### config.mk
export PLATFORM = sky130hd
export DESIGN_NAME = rpc_frame_deframer_core
export DESIGN_NICKNAME = d
export VERILOG_FILES = /design/src/hw/rtl/rfd_pkg.sv /design/src/hw/rtl/rpc_frame_deframer_core.sv
export SDC_FILE = /design/constraint.sdc
export NUM_CORES = 1
export LEC_CHECK = 0
export BUFFER_PORTS_ARGS = -buffer_cell sky130_fd_sc_hd__clkbuf_2
export CAP_MARGIN = 20
export CORE_UTILIZATION = 40
export CTS_CLUSTER_DIAMETER = 80
export CTS_CLUSTER_SIZE = 28
export DETAILED_ROUTE_END_ITERATION = 7
export HOLD_SLACK_MARGIN = 0.06
export PLACE_DENSITY_LB_ADDON = 0.3
export SYNTH_ARGS = -nofsm -noshare
export SYNTH_HDL_FRONTEND = slang
export SYNTH_SLANG_ARGS = --single-unit
export TNS_END_PERCENT = 100
### constraint.sdc
create_clock -name clk -period 6.3 [get_ports clk]
set_clock_uncertainty 0.1 [all_clocks]
set_input_delay 0.315 -clock clk [delete_from_list [all_inputs] [get_ports clk]]
set_output_delay 0.315 -clock clk [all_outputs]
set_load 0.005 [all_outputs]
### src/hw/rtl/rfd_pkg.sv
// Shared types and constants for the frame deframer.
package rfd_pkg;

	// Frame phase of the deframer state machine
	typedef enum logic [1:0] {
		PH_HEADER = 2'd0,
		PH_META   = 2'd1,
		PH_BODY   = 2'd2
	} phase_t;

	// Section code reported with every byte
	typedef enum logic [1:0] {
		SEC_HEADER = 2'd0,
		SEC_META   = 2'd1,
		SEC_BODY   = 2'd2,
		SEC_DROP   = 2'd3
	} section_t;

	// Header byte positions
	localparam logic [4:0] HDR_MAGIC_HI = 5'd0;
	localparam logic [4:0] HDR_MAGIC_LO = 5'd1;
	localparam logic [4:0] HDR_VERSION  = 5'd2;
	localparam logic [4:0] HDR_TYPE     = 5'd3;
	localparam logic [4:0] HDR_SEQ_END  = 5'd12;
	localparam logic [4:0] HDR_META_END = 5'd16;
	localparam logic [4:0] HDR_LAST     = 5'd19;

	// Configuration register index
	localparam logic REG_MAGIC = 1'b0;

endpackage

### src/hw/rtl/rpc_frame_deframer_core.sv
// Length-prefixed frame deframer: header decode, section tagging and magic check.
//
// Usage:
//   Feed one received byte per request on the rx channel (rx_valid, rx_stall,
//   rx_byte). Every accepted byte yields exactly one result request on the out
//   channel: the byte itself, its section (header, meta, body or dropped), a
//   last-of-frame mark, the latched bad_magic flag and, on the twentieth
//   header byte, the decoded header fields (zero on every other byte).
//   A byte accepted at one edge is presented on out_valid right after that
//   edge from the single result register that follows the decode logic;
//   the block takes one byte per cycle while the receiver does not stall.
//   The expected magic sits in an APB register at byte address 0; write it
//   only while no byte is in flight.
//   Reset clears the frame state, the error flag, the magic register and the
//   result valid bit; the block then expects the first byte of a header.
//   When the receiver stalls, the held result stays unchanged and rx_stall
//   rises, so no new byte is taken until the held result leaves; a result
//   taken in the same cycle frees the register for the next byte at once.
//   After a magic mismatch every byte is still passed through, tagged as
//   dropped with bad_magic set, until reset.
module rpc_frame_deframer_core (
	input  logic        clk,
	input  logic        arst_n,
	// APB configuration port
	input  logic        psel,
	input  logic        penable,
	input  logic        pwrite,
	input  logic [2:0]  paddr,
	input  logic [31:0] pwdata,
	output logic [31:0] prdata,
	output logic        pready,
	// Byte input channel
	input  logic        rx_valid,
	output logic        rx_stall,
	input  logic [7:0]  rx_byte,
	// Result channel
	output logic        out_valid,
	input  logic        out_stall,
	output logic [7:0]  byte_out,
	output logic [1:0]  section,
	output logic        frame_last,
	output logic        header_valid,
	output logic [7:0]  version,
	output logic [7:0]  msg_type,
	output logic [63:0] sequence_id,
	output logic [31:0] meta_length,
	output logic [31:0] body_length,
	output logic        bad_magic
);
	import rfd_pkg::*;

	// Frame state
	phase_t      phase_q, phase_d;
	logic [4:0]  hdr_idx_q, hdr_idx_d;
	logic [7:0]  magic_hi_q, magic_hi_d;
	logic [7:0]  version_q, version_d;
	logic [7:0]  type_q, type_d;
	logic [63:0] seq_q, seq_d;
	logic [31:0] meta_len_q, meta_len_d;
	logic [31:0] body_len_q, body_len_d;
	logic [31:0] remain_q, remain_d;
	logic        err_q, err_d;
	logic [15:0] magic_value_q;

	// Result register
	logic        out_valid_q;
	logic [7:0]  byte_q;
	section_t    sec_q;
	logic        last_q, hv_q;
	logic [7:0]  ver_out_q, type_out_q;
	logic [63:0] seq_out_q;
	logic [31:0] meta_out_q, body_out_q;
	logic        bad_q;

	// Decode results for the byte at the input
	section_t    sec_d;
	logic        last_d, hv_d;
	logic [31:0] remain_dec;
	logic        rx_take;
	logic        cfg_wr;

	assign pready   = 1'b1;
	assign cfg_wr   = psel & penable & pwrite;
	assign prdata   = (paddr[2] == REG_MAGIC) ? {16'd0, magic_value_q} : 32'd0;
	// Hold off the sender only while a result waits and the receiver stalls
	assign rx_stall = out_valid_q & out_stall;
	assign rx_take  = rx_valid & ~rx_stall;
	assign remain_dec = remain_q - 32'd1;

	always_ff @(posedge clk or negedge arst_n) begin
		if (!arst_n) begin
			magic_value_q <= '0;
		end else if (cfg_wr && paddr[2] == REG_MAGIC) begin
			magic_value_q <= pwdata[15:0];
		end
	end

	// Next frame state and the result of one byte
	always_comb begin
		phase_d    = phase_q;
		hdr_idx_d  = hdr_idx_q;
		magic_hi_d = magic_hi_q;
		version_d  = version_q;
		type_d     = type_q;
		seq_d      = seq_q;
		meta_len_d = meta_len_q;
		body_len_d = body_len_q;
		remain_d   = remain_q;
		err_d      = err_q;
		sec_d      = SEC_HEADER;
		last_d     = 1'b0;
		hv_d       = 1'b0;
		if (err_q) begin
			// Drop everything until reset
			sec_d = SEC_DROP;
		end else begin
			unique case (phase_q)
				PH_META, PH_BODY: begin
					sec_d    = (phase_q == PH_META) ? SEC_META : SEC_BODY;
					remain_d = remain_dec;
					if (remain_dec == 32'd0) begin
						if (phase_q == PH_META && body_len_q != 32'd0) begin
							phase_d  = PH_BODY;
							remain_d = body_len_q;
						end else begin
							phase_d = PH_HEADER;
							last_d  = 1'b1;
						end
					end
				end
				default: begin
					sec_d = SEC_HEADER;
					if (hdr_idx_q == HDR_MAGIC_HI) begin
						magic_hi_d = rx_byte;
					end else if (hdr_idx_q == HDR_MAGIC_LO) begin
						if ({magic_hi_q, rx_byte} != magic_value_q) begin
							err_d = 1'b1;
							sec_d = SEC_DROP;
						end
					end else if (hdr_idx_q == HDR_VERSION) begin
						version_d = rx_byte;
					end else if (hdr_idx_q == HDR_TYPE) begin
						type_d = rx_byte;
					end else if (hdr_idx_q < HDR_SEQ_END) begin
						seq_d = {seq_q[55:0], rx_byte};
					end else if (hdr_idx_q < HDR_META_END) begin
						meta_len_d = {meta_len_q[23:0], rx_byte};
					end else begin
						body_len_d = {body_len_q[23:0], rx_byte};
					end
					if (!err_d) begin
						if (hdr_idx_q >= HDR_LAST) begin
							hv_d      = 1'b1;
							hdr_idx_d = '0;
							if (meta_len_d != 32'd0) begin
								phase_d  = PH_META;
								remain_d = meta_len_d;
							end else if (body_len_d != 32'd0) begin
								phase_d  = PH_BODY;
								remain_d = body_len_d;
							end else begin
								phase_d = PH_HEADER;
								last_d  = 1'b1;
							end
						end else begin
							hdr_idx_d = hdr_idx_q + 5'd1;
							phase_d   = PH_HEADER;
						end
					end
				end
			endcase
		end
	end

	// Advance frame state on each accepted byte
	always_ff @(posedge clk or negedge arst_n) begin
		if (!arst_n) begin
			phase_q    <= PH_HEADER;
			hdr_idx_q  <= '0;
			magic_hi_q <= '0;
			version_q  <= '0;
			type_q     <= '0;
			seq_q      <= '0;
			meta_len_q <= '0;
			body_len_q <= '0;
			remain_q   <= '0;
			err_q      <= 1'b0;
		end else if (rx_take) begin
			phase_q    <= phase_d;
			hdr_idx_q  <= hdr_idx_d;
			magic_hi_q <= magic_hi_d;
			version_q  <= version_d;
			type_q     <= type_d;
			seq_q      <= seq_d;
			meta_len_q <= meta_len_d;
			body_len_q <= body_len_d;
			remain_q   <= remain_d;
			err_q      <= err_d;
		end
	end

	always_ff @(posedge clk or negedge arst_n) begin
		if (!arst_n) begin
			out_valid_q <= 1'b0;
		end else if (rx_take) begin
			out_valid_q <= 1'b1;
		end else if (!out_stall) begin
			out_valid_q <= 1'b0;
		end
	end

	// Capture the result payload; header fields read zero on every byte but the last header byte
	always_ff @(posedge clk) begin
		if (rx_take) begin
			byte_q     <= rx_byte;
			sec_q      <= sec_d;
			last_q     <= last_d;
			hv_q       <= hv_d;
			ver_out_q  <= hv_d ? version_d  : 8'd0;
			type_out_q <= hv_d ? type_d     : 8'd0;
			seq_out_q  <= hv_d ? seq_d      : 64'd0;
			meta_out_q <= hv_d ? meta_len_d : 32'd0;
			body_out_q <= hv_d ? body_len_d : 32'd0;
			bad_q      <= err_d;
		end
	end

	assign out_valid    = out_valid_q;
	assign byte_out     = byte_q;
	assign section      = sec_q;
	assign frame_last   = last_q;
	assign header_valid = hv_q;
	assign version      = ver_out_q;
	assign msg_type     = type_out_q;
	assign sequence_id  = seq_out_q;
	assign meta_length  = meta_out_q;
	assign body_length  = body_out_q;
	assign bad_magic    = bad_q;

	// The error flag never clears outside reset
	a_err_sticky: assert property (@(posedge clk) disable iff (!arst_n)
		err_q |=> err_q)
		else $error("error flag cleared without reset");

	// A result with bad_magic set is always tagged as dropped
	a_bad_dropped: assert property (@(posedge clk) disable iff (!arst_n)
		(out_valid && bad_magic) |-> (section == SEC_DROP))
		else $error("bad_magic result not tagged as dropped");

	// A decoded header only comes with a header byte and no error
	a_hv_header: assert property (@(posedge clk) disable iff (!arst_n)
		(out_valid && header_valid) |-> (section == SEC_HEADER && !bad_magic))
		else $error("header_valid outside a clean header byte");

	// End of frame never marks a dropped byte
	a_last_clean: assert property (@(posedge clk) disable iff (!arst_n)
		(out_valid && frame_last) |-> (section != SEC_DROP && !bad_magic))
		else $error("frame_last on a dropped byte");

	// Header index rests at zero while in the meta or body section
	a_idx_rest: assert property (@(posedge clk) disable iff (!arst_n)
		(phase_q != PH_HEADER) |-> (hdr_idx_q == 5'd0))
		else $error("header index not cleared outside header");

endmodule
==> run metrics <==
clock latency at the later pin of the worst-skew pair=~0.58 ns; DR iter-0 viols=1,168; Reg power frac=between 40% and 50%; Slew @ Worst Pin=1.03 ns; sequential cell area=9950 um2; hold slack=0.171 ns; CP Cell Sequence=inv_1, ha_1, or3b_2, nor4_2, nand3_1, xor2_1, o211ai_1, nor3_4, and3_1, a21o_1; clock transition at the registers of the reported paths=0.11 ns; Internal=5.58 mW; nets=~1,800; placed cell area=19,100 um2; hold_buf cts=19; top fanout value on the critical path=9; global route overflow=0; Layout area overhead=14.9%; Cells after Synth=1,606; CTS tree=done; Clock Power Share=18.6%; chip width=212 um; R2R cell count=10; Routed WL per cell=about 20 um; Routed Wire Length=48,500 um; RSZ-0062 raised after global routing=no; std cell rows=76; Worst VDD drop=about 530 uV; Post-DRT Antenna Nets=0; Pleak=8.44 nW; DIE AREA=around 45,000 um2; combinational fraction of design power=about two fifths; number of I/O pins=242; H-tree levels=1; fill count=~4,100; Data required, critical path=6.70 ns; flops & latches, synth=366; Final Hold Viols=0; Slew Viols, Final=0; synth warn=0; Reg2Reg Setup Slack=between 1.5 and 2 ns; ANT cells=0; Setup crit end kind=flop; Yosys top cell by area=dfrtp_1; CP max stage delay=between 0.7 and 0.8 ns; ranking of synthesized cells by area=dfrtp_1 30%, edfxtp_1 27%, mux2_2 9.4%; clk buf depth=3; DRC violations left=0; HP Class=in2async; Avg Inst Size Synth=10.9 um2; first-pass GRT wire length=73,800 um; total track usage=21.3%; kind of critical path=reg2reg; Final Critical Period=4.31 ns; largest net degree at the start of global routing=95; maxcap violations=0; initial antenna violation count=0; number of vias per cell=5.50; Post-Synthesis Cell Area=17,600 um2; Setup TNS Final=0 ns; share of layout cells above drive strength 1=between 20% and 30%; async set-reset flop share out of synthesis=57.1%; CP max stage cell=nor4_2; core area=43,200 um2; Post-CTS Setup Bufs=0; synth unique cells=82; RD Place Congestion=0.901; 1st-pass router iterations=5; critical path launch point type=flop; NetSw=4.16 mW; Critical Path AT=4.71 ns; number of global-route vias before repair=12,543; Resize count post-CTS=0; reg-to-reg startpoint=remain_q[0]; setup ws final=1.99 ns; number of enable flip-flop cells after synthesis=157; DIE HEIGHT=212 um; Root Buffer Master=clkbuf_16; fin crit share=68.4%; dpl ws=about 2.1 ns; fmax=between 0.2 and 0.25 GHz; clk sinks=366; setup violators final=0; cts bufs inserted=24; Synth Flop Type=dfrtp_1; Port Buffer Count=206; Relative slew margins=31.1%; R2R Path End=remain_q[4]; area of the multi-input gates=slightly above 7000 um2; register area share after synthesis=between 50% and 60%; dpl hpwl=32,600 um; Final Cell Area=20,200 um2; Starting Density=between 40% and 50%; vias=13,115; switching portion of total power=42.7%; Power Density=482 nW/um2; outcome=finished, final reports clean; share of the synthesized area in the top cell type=29.8%
==> per-stage QoR <==
step,utilization [%],instances,power (mW)
after detailed placement,44.2,2321,7.92
final,46.8,2383,9.74
after floorplan,-,1621,6.59
after global placement,44.2,2321,7.83
after CTS,46.8,2383,9.75
after global routing,46.8,2383,10.3
==> synthesized netlist by cell type, drive strengths merged, types with 4 or more instances <==
cell	instances
a21oi	133
or3	15
clkbuf	82
ha	7
inv	41
mux2i	54
xnor2	8
nor2b	21
nor4	32
nor3	41
or4	13
a211o	5
nor3b	5
a21boi	7
a221oi	4
xor2	20
a21o	10
nor2	122
a31oi	6
o2111ai	4
nand3	24
o22ai	16
o211ai	6
o31ai	4
nand2	240
nand4	14
edfxtp	157
nand2b	5
buf	28
and3	5
o21ai	59
nand4b	5
mux2	146
a211oi	7
dfrtp	209
==> area by class of cell <==
class,count,share of cell area [%]
clock inverter,16,1.38
sequential,366,49.2
clock buffer,27,3.13
multi-input combinational,1103,35.0
tap,585,3.62
inverter,42,0.805
timing repair buffer,244,6.86
==> power groups by stage <==
stage,sequential (mW),combinational (mW),clock (mW)
6_report,4.13,3.80,1.81
5_1_grt,4.22,4.16,1.94
4_1_cts,4.11,3.79,1.86
3_5_place_dp,4.16,3.76,0
3_3_place_gp,4.12,3.71,0
2_1_floorplan,3.82,2.77,0
==> flip-flops by register name, summed over array words and instances (netlist names) <==
name and flops:
remain_q 32, sequence_id 64, out_valid 1, seq_q 64, version 8, body_len_q 32, byte_out 8, magic_value_q 16
meta_len_q 32, frame_last 1, msg_type 8, header_valid 1, hdr_idx_q 5, version_q 8, type_q 8, body_length 32
phase_q 2, err_q 1, magic_hi_q 8, section 2, meta_length 32, bad_magic 1
==> layer usage <==
metal | track usage, % | up-vias | wire length [um]
met5 | 0 | - | 0
met3 | 3.01 | 64 | 3050
met4 | 5.37 | 0 | 1180
met1 | 30.6 | 6505 | 21500
met2 | 34.0 | 458 | 22700
li1 | - | 6088 | -
==> placed cells by master (no fill, tap or decap), drive strengths merged, types with 5 or more instances in the layout <==
cell type    Yosys  layout
a211o            5       5
a211oi           7       7
a21boi           7       7
a21o            10      10
a21oi          133     133
a31oi            6       6
and3             5       5
buf             28      19
clkbuf          82     233
clkinv           1       6
conb             2      17
dfrtp          209     209
dlygate4sd3      0      19
edfxtp         157     157
ha               7       7
inv             41      51
mux2           146     146
mux2i           54      54
nand2          240     240
nand2b           5       5
nand3           24      24
nand4           14      14
nand4b           5       5
nor2           122     122
nor2b           21      21
nor3            41      41
nor3b            5       5
nor4            32      32
o211ai           6       6
o21ai           59      59
o22ai           16      16
or3             15      15
or4             13      13
xnor2            8       8
xor2            20      20
==> worst max-delay path: cells and delay by family, from the launching register on <==
| family | cells | cell delay, ns |
|---|---|---|
| fa+ha+maj | 1 | 0.33 |
| compound gates | 2 | 0.45 |
| simple gates | 5 | 2.51 |
| buf+inv | 1 | 0.13 |
| flops | 1 | 0.50 |
| xor+xnor | 1 | 0.20 |
==> cell families after synthesis <==
kind of cell / synth area share [%]
AO/OA/AOI/OAI: 10.5
XOR/XNOR: 1.40
adder cells (fa/ha/maj): 0.498
flip-flops: 56.6
buffers and inverters: 3.70
other: 0.0427
AND/OR/NAND/NOR: 14.8
multiplexers: 12.4
==> worst max-delay path by stage <==
stage | cells past startpoint | end | start
2_1_floorplan | 6 | seq_q[10] | out_valid
3_3_place_gp | 10 | remain_q[13] | remain_q[0]
3_5_place_dp | 10 | remain_q[11] | remain_q[0]
4_1_cts | 10 | remain_q[4] | remain_q[0]
5_1_grt | 10 | remain_q[11] | remain_q[0]
6_report | 10 | remain_q[4] | remain_q[0]
No activity file was read; power rests on OpenSTA's default activity.
